$ cat config.mk
export PLATFORM = sky130hd
export DESIGN_NAME = name_keyed_directory_table_flat
export DESIGN_NICKNAME = d
export VERILOG_FILES = /design/src/rtl/core/nkdt_pkg.sv /design/src/rtl/core/nkdt_req_if.sv /design/src/rtl/core/nkdt_rsp_if.sv /design/src/rtl/core/nkdt_entry_store.sv /design/src/rtl/core/nkdt_ctrl.sv /design/src/rtl/core/name_keyed_directory_table.sv /design/src/flat_wrapper.sv
export SDC_FILE = /design/constraint.sdc
export NUM_CORES = 1
export LEC_CHECK = 0
export BUFFER_PORTS_ARGS = -buffer_cell sky130_fd_sc_hd__buf_4
export CELL_PAD_IN_SITES_DETAIL_PLACEMENT = 0
export CELL_PAD_IN_SITES_GLOBAL_PLACEMENT = 2
export CORE_AREA = 3 3 343 345
export CTS_CLUSTER_DIAMETER = 60
export CTS_CLUSTER_SIZE = 8
export DETAILED_ROUTE_END_ITERATION = 10
export DIE_AREA = 0 0 346 348
export GPL_ROUTABILITY_DRIVEN = 0
export GPL_TIMING_DRIVEN = 0
export PLACE_DENSITY_LB_ADDON = 0.1
export SYNTH_ARGS = -nofsm -noshare
export SYNTH_HDL_FRONTEND = slang
export SYNTH_SLANG_ARGS = --single-unit
$ cat constraint.sdc
create_clock -name clk -period 7.11 [get_ports clk]
set_input_delay 1.422 -clock clk [delete_from_list [all_inputs] [get_ports clk]]
set_output_delay 1.422 -clock clk [all_outputs]
set_load 0.02 [all_outputs]
$ cat src/rtl/core/nkdt_pkg.sv
`default_nettype none

package nkdt_pkg;

    // Table geometry
    localparam int ENTRIES     = 16;
    localparam int NAME_CHARS  = 8;
    localparam int SECTOR_BITS = 10;

    localparam int IDX_W  = $clog2(ENTRIES);
    localparam int CNT_W  = $clog2(ENTRIES + 1);
    localparam int NAME_W = 8 * NAME_CHARS;

    // Port field widths
    localparam int OP_W       = 2;
    localparam int KEY_W      = 64;
    localparam int IN_SEC_W   = 10;
    localparam int STATUS_W   = 2;
    localparam int OUT_IDX_W  = 4;
    localparam int OUT_SEC_W  = 10;

    // Request kinds
    localparam logic [OP_W-1:0] OP_LOOKUP = 2'd0;
    localparam logic [OP_W-1:0] OP_ADD    = 2'd1;
    localparam logic [OP_W-1:0] OP_REMOVE = 2'd2;

    // Result status codes
    localparam logic [STATUS_W-1:0] STAT_OK        = 2'd0;
    localparam logic [STATUS_W-1:0] STAT_NOT_FOUND = 2'd1;
    localparam logic [STATUS_W-1:0] STAT_DUPLICATE = 2'd2;
    localparam logic [STATUS_W-1:0] STAT_FULL      = 2'd3;

    typedef enum logic [1:0] {
        S_IDLE,
        S_SCAN,
        S_FINISH
    } state_t;

    // Controller to entry store
    typedef struct packed {
        logic                   rd_en;
        logic [IDX_W-1:0]       rd_addr;
        logic                   wr_en;
        logic                   clr_en;
        logic [IDX_W-1:0]       wr_addr;
        logic [NAME_W-1:0]      wr_name;
        logic [SECTOR_BITS-1:0] wr_sector;
    } mem_req_t;

    // Entry store read data, valid in the cycle after rd_en
    typedef struct packed {
        logic                   valid;
        logic [NAME_W-1:0]      name;
        logic [SECTOR_BITS-1:0] sector;
    } mem_rsp_t;

    typedef struct packed {
        logic [STATUS_W-1:0]  status;
        logic [OUT_IDX_W-1:0] index;
        logic [OUT_SEC_W-1:0] sector;
    } res_t;

endpackage

`default_nettype wire

$ cat src/rtl/core/nkdt_req_if.sv
`default_nettype none

interface nkdt_req_if import nkdt_pkg::*; ();
    logic                valid;
    logic                ready;
    logic [OP_W-1:0]     operation;
    logic [KEY_W-1:0]    name_key;
    logic [IN_SEC_W-1:0] new_sector;

    modport source (output valid, output operation, output name_key, output new_sector,
                    input ready);
    modport sink   (input valid, input operation, input name_key, input new_sector,
                    output ready);
endinterface

`default_nettype wire

$ cat src/rtl/core/nkdt_rsp_if.sv
`default_nettype none

interface nkdt_rsp_if import nkdt_pkg::*; ();
    logic                 valid;
    logic                 ready;
    logic [STATUS_W-1:0]  status;
    logic [OUT_IDX_W-1:0] entry_index;
    logic [OUT_SEC_W-1:0] entry_sector;

    modport source (output valid, output status, output entry_index, output entry_sector,
                    input ready);
    modport sink   (input valid, input status, input entry_index, input entry_sector,
                    output ready);
endinterface

`default_nettype wire

$ cat src/rtl/core/nkdt_entry_store.sv
`default_nettype none

module nkdt_entry_store import nkdt_pkg::*; (
    input  wire logic     clk,
    input  wire logic     rst_n,
    input  wire mem_req_t mem_req,
    output mem_rsp_t      mem_rsp
);

    typedef struct packed {
        logic [NAME_W-1:0]      name;
        logic [SECTOR_BITS-1:0] sector;
    } entry_t;

    entry_t                 mem_array [ENTRIES];
    entry_t                 rd_entry_reg;
    logic [ENTRIES-1:0]     valid_reg;
    logic                   rd_valid_reg;

    // name and sector memory: one write port, one registered read port
    always_ff @(posedge clk)
    begin
        if (mem_req.wr_en)
        begin
            mem_array[mem_req.wr_addr] <= '{name: mem_req.wr_name, sector: mem_req.wr_sector};
        end
        if (mem_req.rd_en)
        begin
            rd_entry_reg <= mem_array[mem_req.rd_addr];
        end
    end

    // valid marks live in flops so that reset clears them at once
    always_ff @(posedge clk or negedge rst_n)
    begin
        if (!rst_n)
        begin
            valid_reg    <= '0;
            rd_valid_reg <= 1'b0;
        end
        else
        begin
            if (mem_req.wr_en)
            begin
                valid_reg[mem_req.wr_addr] <= 1'b1;
            end
            else if (mem_req.clr_en)
            begin
                valid_reg[mem_req.wr_addr] <= 1'b0;
            end
            if (mem_req.rd_en)
            begin
                rd_valid_reg <= valid_reg[mem_req.rd_addr];
            end
        end
    end

    assign mem_rsp.valid  = rd_valid_reg;
    assign mem_rsp.name   = rd_entry_reg.name;
    assign mem_rsp.sector = rd_entry_reg.sector;

endmodule

`default_nettype wire

$ cat src/rtl/core/nkdt_ctrl.sv
`default_nettype none

module nkdt_ctrl import nkdt_pkg::*; (
    input  wire logic                clk,
    input  wire logic                rst_n,
    input  wire logic                req_valid,
    output logic                     req_ready,
    input  wire logic [OP_W-1:0]     req_op,
    input  wire logic [KEY_W-1:0]    req_key,
    input  wire logic [IN_SEC_W-1:0] req_sector,
    input  wire logic                res_free,
    output logic                     done,
    output res_t                     res,
    output mem_req_t                 mem_req,
    input  wire mem_rsp_t            mem_rsp
);

    state_t                 state_reg, state_next;
    logic [CNT_W-1:0]       cnt_reg;
    logic                   cmp_valid_reg;
    logic [IDX_W-1:0]       cmp_idx_reg;
    logic [OP_W-1:0]        op_reg;
    logic [NAME_W-1:0]      key_reg;
    logic [SECTOR_BITS-1:0] sec_reg;
    logic                   hit_found_reg;
    logic [IDX_W-1:0]       hit_idx_reg;
    logic [SECTOR_BITS-1:0] hit_sec_reg;
    logic                   free_found_reg;
    logic [IDX_W-1:0]       free_idx_reg;
    logic                   accept;
    logic                   scan_done;
    logic                   name_hit;

    assign accept    = req_valid && req_ready;
    assign scan_done = (cnt_reg == CNT_W'(ENTRIES)) && !cmp_valid_reg;
    assign name_hit  = mem_rsp.valid && (mem_rsp.name == key_reg);

    always_comb
    begin
        state_next = state_reg;
        unique case (state_reg)
            S_IDLE:   if (req_valid) state_next = S_SCAN;
            S_SCAN:   if (scan_done) state_next = S_FINISH;
            S_FINISH: if (res_free)  state_next = S_IDLE;
            default:  state_next = S_IDLE;
        endcase
    end

    always_comb
    begin
        req_ready         = (state_reg == S_IDLE);
        done              = (state_reg == S_FINISH) && res_free;
        mem_req.rd_en     = (state_reg == S_SCAN) && (cnt_reg < CNT_W'(ENTRIES));
        mem_req.rd_addr   = cnt_reg[IDX_W-1:0];
        mem_req.wr_en     = 1'b0;
        mem_req.clr_en    = 1'b0;
        mem_req.wr_addr   = hit_idx_reg;
        mem_req.wr_name   = key_reg;
        mem_req.wr_sector = sec_reg;
        res.status        = STAT_NOT_FOUND;
        res.index         = '0;
        res.sector        = '0;
        unique case (op_reg)
            OP_LOOKUP:
            begin
                if (hit_found_reg)
                begin
                    res.status = STAT_OK;
                    res.index  = OUT_IDX_W'(hit_idx_reg);
                    res.sector = OUT_SEC_W'(hit_sec_reg);
                end
            end
            OP_ADD:
            begin
                if (hit_found_reg)
                begin
                    res.status = STAT_DUPLICATE;
                    res.index  = OUT_IDX_W'(hit_idx_reg);
                end
                else if (free_found_reg)
                begin
                    res.status      = STAT_OK;
                    res.index       = OUT_IDX_W'(free_idx_reg);
                    mem_req.wr_addr = free_idx_reg;
                    mem_req.wr_en   = done;
                end
                else
                begin
                    res.status = STAT_FULL;
                end
            end
            OP_REMOVE:
            begin
                if (hit_found_reg)
                begin
                    res.status     = STAT_OK;
                    res.index      = OUT_IDX_W'(hit_idx_reg);
                    mem_req.clr_en = done;
                end
            end
            default:
            begin
                res.status = STAT_NOT_FOUND;
            end
        endcase
    end

    always_ff @(posedge clk or negedge rst_n)
    begin
        if (!rst_n)
        begin
            state_reg      <= S_IDLE;
            cnt_reg        <= '0;
            cmp_valid_reg  <= 1'b0;
            hit_found_reg  <= 1'b0;
            free_found_reg <= 1'b0;
        end
        else
        begin
            state_reg <= state_next;
            if (accept)
            begin
                cnt_reg        <= '0;
                cmp_valid_reg  <= 1'b0;
                hit_found_reg  <= 1'b0;
                free_found_reg <= 1'b0;
            end
            else
            begin
                cmp_valid_reg <= mem_req.rd_en;
                if (mem_req.rd_en)
                begin
                    cnt_reg <= cnt_reg + CNT_W'(1);
                end
                // first valid match and first free slot, lowest index wins
                if (cmp_valid_reg && name_hit && !hit_found_reg)
                begin
                    hit_found_reg <= 1'b1;
                end
                if (cmp_valid_reg && !mem_rsp.valid && !free_found_reg)
                begin
                    free_found_reg <= 1'b1;
                end
            end
        end
    end

    always_ff @(posedge clk)
    begin
        if (accept)
        begin
            op_reg  <= req_op;
            key_reg <= NAME_W'(req_key);
            sec_reg <= SECTOR_BITS'(req_sector);
        end
        cmp_idx_reg <= mem_req.rd_addr;
        if (cmp_valid_reg && name_hit && !hit_found_reg)
        begin
            hit_idx_reg <= cmp_idx_reg;
            hit_sec_reg <= mem_rsp.sector;
        end
        if (cmp_valid_reg && !mem_rsp.valid && !free_found_reg)
        begin
            free_idx_reg <= cmp_idx_reg;
        end
    end

    // reads and write-back never share a cycle, so no forwarding is needed
    a_no_rd_wr_overlap: assert property (@(posedge clk) disable iff (!rst_n)
        !(mem_req.rd_en && (mem_req.wr_en || mem_req.clr_en)))
        else $error("entry store read and write in the same cycle");

    a_done_needs_room: assert property (@(posedge clk) disable iff (!rst_n)
        done |-> res_free)
        else $error("result issued while output register occupied");

    a_write_only_on_add: assert property (@(posedge clk) disable iff (!rst_n)
        mem_req.wr_en |-> (op_reg == OP_ADD) && !hit_found_reg && free_found_reg)
        else $error("entry written outside a successful add");

    a_clear_only_on_remove: assert property (@(posedge clk) disable iff (!rst_n)
        mem_req.clr_en |-> (op_reg == OP_REMOVE) && hit_found_reg)
        else $error("valid mark cleared outside a successful remove");

    a_scan_starts_clean: assert property (@(posedge clk) disable iff (!rst_n)
        accept |=> !hit_found_reg && !free_found_reg && (cnt_reg == '0))
        else $error("scan state not cleared on a new request");

endmodule

`default_nettype wire

$ cat src/rtl/core/name_keyed_directory_table.sv
`default_nettype none

// Channel | Modport | Payload                                 | Role
// req     | sink    | operation, name_key, new_sector         | lookup / add / remove
// rsp     | source  | status, entry_index, entry_sector       | one result per request
//
// A request scans every entry between its accept and its result appearing, limited
// by the single read port of the entry memory: one entry is read per cycle.
// A new request is taken the cycle after the result is loaded, even while it waits.
// Reset clears the valid marks, the sequencer and the output register at once.
// A stalled rsp holds its result; the finished request waits until the register frees.
module name_keyed_directory_table import nkdt_pkg::*; (
    input  wire logic   clk,
    input  wire logic   rst_n,
    nkdt_req_if.sink    req,
    nkdt_rsp_if.source  rsp
);

    mem_req_t mem_req;
    mem_rsp_t mem_rsp;
    res_t     res;
    res_t     res_reg;
    logic     out_valid_reg;
    logic     res_free;
    logic     done;

    // the output register frees when empty or when its transaction completes
    assign res_free = !out_valid_reg || rsp.ready;

    nkdt_ctrl u_ctrl (
        .clk        (clk),
        .rst_n      (rst_n),
        .req_valid  (req.valid),
        .req_ready  (req.ready),
        .req_op     (req.operation),
        .req_key    (req.name_key),
        .req_sector (req.new_sector),
        .res_free   (res_free),
        .done       (done),
        .res        (res),
        .mem_req    (mem_req),
        .mem_rsp    (mem_rsp)
    );

    nkdt_entry_store u_store (
        .clk     (clk),
        .rst_n   (rst_n),
        .mem_req (mem_req),
        .mem_rsp (mem_rsp)
    );

    // hold the result until taken, load the next one as this one leaves
    always_ff @(posedge clk or negedge rst_n)
    begin
        if (!rst_n)
        begin
            out_valid_reg <= 1'b0;
        end
        else if (done)
        begin
            out_valid_reg <= 1'b1;
        end
        else if (rsp.ready)
        begin
            out_valid_reg <= 1'b0;
        end
    end

    always_ff @(posedge clk)
    begin
        if (done)
        begin
            res_reg <= res;
        end
    end

    assign rsp.valid        = out_valid_reg;
    assign rsp.status       = res_reg.status;
    assign rsp.entry_index  = res_reg.index;
    assign rsp.entry_sector = res_reg.sector;

endmodule

`default_nettype wire
$ cat src/flat_wrapper.sv
// flat-port wrapper written by rule: the top's interface ports become plain ports
module name_keyed_directory_table_flat import nkdt_pkg::*;
  (clk, rst_n, req_valid, req_operation, req_name_key, req_new_sector, req_ready, rsp_valid, rsp_status, rsp_entry_index, rsp_entry_sector, rsp_ready);
  nkdt_req_if req_i ();
  nkdt_rsp_if rsp_i ();
  input  wire logic clk;
  input  wire logic rst_n;
  input wire logic [$bits(req_i.valid)-1:0] req_valid;
  input wire logic [$bits(req_i.operation)-1:0] req_operation;
  input wire logic [$bits(req_i.name_key)-1:0] req_name_key;
  input wire logic [$bits(req_i.new_sector)-1:0] req_new_sector;
  output wire logic [$bits(req_i.ready)-1:0] req_ready;
  output wire logic [$bits(rsp_i.valid)-1:0] rsp_valid;
  output wire logic [$bits(rsp_i.status)-1:0] rsp_status;
  output wire logic [$bits(rsp_i.entry_index)-1:0] rsp_entry_index;
  output wire logic [$bits(rsp_i.entry_sector)-1:0] rsp_entry_sector;
  input wire logic [$bits(rsp_i.ready)-1:0] rsp_ready;
  assign req_i.valid = req_valid;
  assign req_i.operation = req_operation;
  assign req_i.name_key = req_name_key;
  assign req_i.new_sector = req_new_sector;
  assign req_ready = req_i.ready;
  assign rsp_valid = rsp_i.valid;
  assign rsp_status = rsp_i.status;
  assign rsp_entry_index = rsp_i.entry_index;
  assign rsp_entry_sector = rsp_i.entry_sector;
  assign rsp_i.ready = rsp_ready;
  name_keyed_directory_table u_core (.clk(clk), .rst_n(rst_n), .req(req_i), .rsp(rsp_i));
endmodule
==> metrics.txt <==
Max Clock Skew between 20 and 30 ps; Max Cap Viol 0; outcome completed; Hold Crit Endpoint u_core.u_ctrl.cmp_idx_reg[3]; hold buffer count at cts 0; Critical R2R Capture u_core.u_ctrl.hit_sec_reg[4]; Worst setup EP type register; Startpoint Class register; Placement Setup Slack between 2000 and 3000 ps; Die Y-Extent between 300 and 400 um; first-pass GRT wire length around 190 mm; initial antenna violation count 1; DRT iter0 DRCs 2538; DRC 0; Synth Net Count between 2000 and 2500; worst-path maximum fanout 17; setup bufs post-CTS 0; # resized after CTS 0; clock latency on the worst-skew pair between 700 and 800 ps; final hold slack between 300 and 400 ps; worst hold path depth 0; Least-Margin Pin Slew approximately 1300 ps; I/O pin cnt a little under 100; CTS clock-pin slew for the worst setup and hold paths around 50 ps; P per Cell Area ~380 nW/um^2; Final #Nets about 2600; via count 24241; starting density of the core about 46%; post-synth top area cell edfxtp_1; max FFs per register 1184; unrepaired setup endpoints after global routing no; Total GRT Usage 22.2%; Final period util 53.8%; sequential-to-total area share from yosys stat between 70% and 80%; Clock Sinks between 1000 and 1500; FF+latch count, synth 1400; flop2flop setup slack between 3000 and 4000 ps; mapped cell area roughly 53000 sq um; RR Startpoint u_core.u_ctrl.key_reg[37]; largest net degree at the start of global routing 29; Synth warnings 0; Synth area leaders edfxtp_1, mux4_2, dfrtp_1; Die Area 120000 sq um; Yosys cell types 44; Hold Vio Cnt, Final 0; I/O Buffers 97; number of global-route vias before repair 25697; Final WS setup 3280 ps; hold path start u_core.u_ctrl.cnt_reg[3]; Async SR Flop Fraction 2.00%; clk buf depth 3; Area Overhead vs Synth 18.3%; CP Class register to register; ANT nets after route 0; Slew HR 11.2%; # fillers approximately 8600; row cnt 124; clock root cell clkbuf_16; depth of the worst register-to-register path 6; CP max stage cell xnor2_1; worst path cell trace xnor2_1 -> nand4_1 -> nor4_1 -> nand3_1 -> nor3_2 -> buf_6; maximum VDD drop approximately 250 uV; slowest stage delay, CP between 900 and 1000 ps; Finished Layout Cells between 4000 and 5000; GRT Residual Overflow 0; H-Tree Depth 4; DR pass1 iterations 5; final wirelength around 130 mm; Tot Pwr 23.3 mW; syn avg cell area between 20 and 25 sq um; FMAX 261 MHz; crit-path leading delay family simple AND/OR/NAND/NOR gates; Num CTS Buffers between 150 and 200; arrival time at the worst endpoint ~4300 ps; TritonCTS clock tree done; Vias/cell just under 6; share of cells above drive strength 1 about a third; clock period minus worst slack 3830 ps; core footprint ~110000 sq um; Mapped Cells about 2100; Final Max Slew Viols 0; endpoints failing setup 0; Die W roughly 350 um; Post-synth EDFFs around 1400; HPWL after DPL a little over 80 mm; Pleak roughly 19 nW; placed cells roughly 3800; crit path buf inv count 1; CP required roughly 7600 ps; Wirelength per Cell roughly 32 um; Synth Flop Type edfxtp_1; worst hold-check path type register to register; Yosys top cell area share around 80%
worst max-delay path by stage:
stage | slack, ps | endpoint | from | depth (start not counted)
6_report | 3280 | u_core.u_ctrl.hit_sec_reg[4] | u_core.u_ctrl.key_reg[37] | 6
5_1_grt | 3050 | u_core.u_ctrl.hit_sec_reg[7] | u_core.u_ctrl.key_reg[37] | 6
4_1_cts | 3090 | u_core.u_ctrl.hit_sec_reg[4] | u_core.u_ctrl.key_reg[37] | 6
3_5_place_dp | 2730 | u_core.u_store.mem_array[8][28] | rsp_ready | 8
3_3_place_gp | -4980 | u_core.u_store.mem_array[12][26] | rsp_ready | 5
2_1_floorplan | 870 | u_core.u_store.mem_array[10][0] | rsp_ready | 4
worst register-to-register path: stages (launching register included):
cell and delay [ps]:
edfxtp_1 600, xnor2_1 950, nand4_1 550, nor4_1 430, nand3_1 200, nor3_2 540, buf_6 260
metrics by stage:
step | TNS [ps] | utilization, % | cell area, sq um
6_report | 0 | 54.3 | 62200
5_1_grt | 0 | 54.3 | 62200
3_5_place_dp | 0 | 49.7 | 57000
2_1_floorplan | 0 | - | 52600
4_1_cts | 0 | 54.3 | 62200
3_3_place_gp | -5324470 | 48.2 | 55200
synth_stat cells (4+ instances only):
| cell type | n |
|---|---|
| nor3b_1 | 6 |
| nand3_1 | 7 |
| buf_2 | 8 |
| dfxtp_1 | 4 |
| nor4_1 | 7 |
| buf_4 | 21 |
| edfxtp_1 | 1368 |
| buf_1 | 5 |
| nor3_1 | 11 |
| nor2_1 | 27 |
| nand2_1 | 11 |
| inv_1 | 14 |
| xnor2_1 | 46 |
| mux4_2 | 375 |
| nand4_1 | 26 |
| o2111ai_1 | 4 |
| a21o_1 | 6 |
| dfrtp_1 | 28 |
| and2_1 | 10 |
| o21ai_0 | 31 |
| buf_6 | 10 |
| nand2b_1 | 33 |
| nor2b_1 | 5 |
| clkbuf_1 | 50 |
| xor2_1 | 5 |
| a31oi_1 | 4 |
cells in the final DEF, fill, tap and decap left out, drive strengths merged, types with 3 or more instances in the layout:
cell,netlist,final
dfrtp,28,28
o22ai,3,3
and2,10,10
edfxtp,1368,1368
inv,14,16
nor3,11,11
a21o,6,6
a21oi,3,3
mux4,375,375
nor2,27,27
clkbuf,50,267
xnor2,46,46
nand4,26,26
nor4,7,7
buf,44,218
dfxtp,4,4
nand2b,33,33
xor2,5,5
nor2b,5,5
a31oi,4,4
clkinv,0,12
nor3b,6,6
nand3,7,7
o21ai,32,32
nand2,11,11
o2111ai,4,4
metal layers:
layer  vias to the layer above  track usage [%]  routed length, um
li1                       9901                -                  -
met3                       197             3.72               7720
met2                       874             36.1              65000
met5                         -                0                  0
met4                         0             5.98               2830
met1                     13269             31.5              55500
cell type report:
class	count	area [sq um]	share of cell area, %
tap	1512	1890	3.04
antenna	1	2.50	0.00403
buffer	94	517	0.831
sequential	1400	41900	67.3
timing repair buffer	174	2360	3.79
clock inverter	15	194	0.312
inverter	14	52.6	0.0845
clock buffer	217	5000	8.05
multi-input combinational	639	10300	16.5
kinds of logic after synthesis:
kind of cell	count (synthesis)	synth area share, %
flops	1400	79.6
mux	377	16.1
simple gates	154	1.68
buf+inv	108	1.08
compound gates	56	0.631
xor+xnor	51	0.850
fa+ha+maj	1	0.0238
power breakdown:
part	total (mW)	internal [mW]	switching [mW]
Clock	8.10	4.91	3.20
Combinational	4.87	2.32	2.56
Sequential	10.4	9.88	0.479
Total	23.3	17.1	6.23
Power figures use the tool's default switching activity.
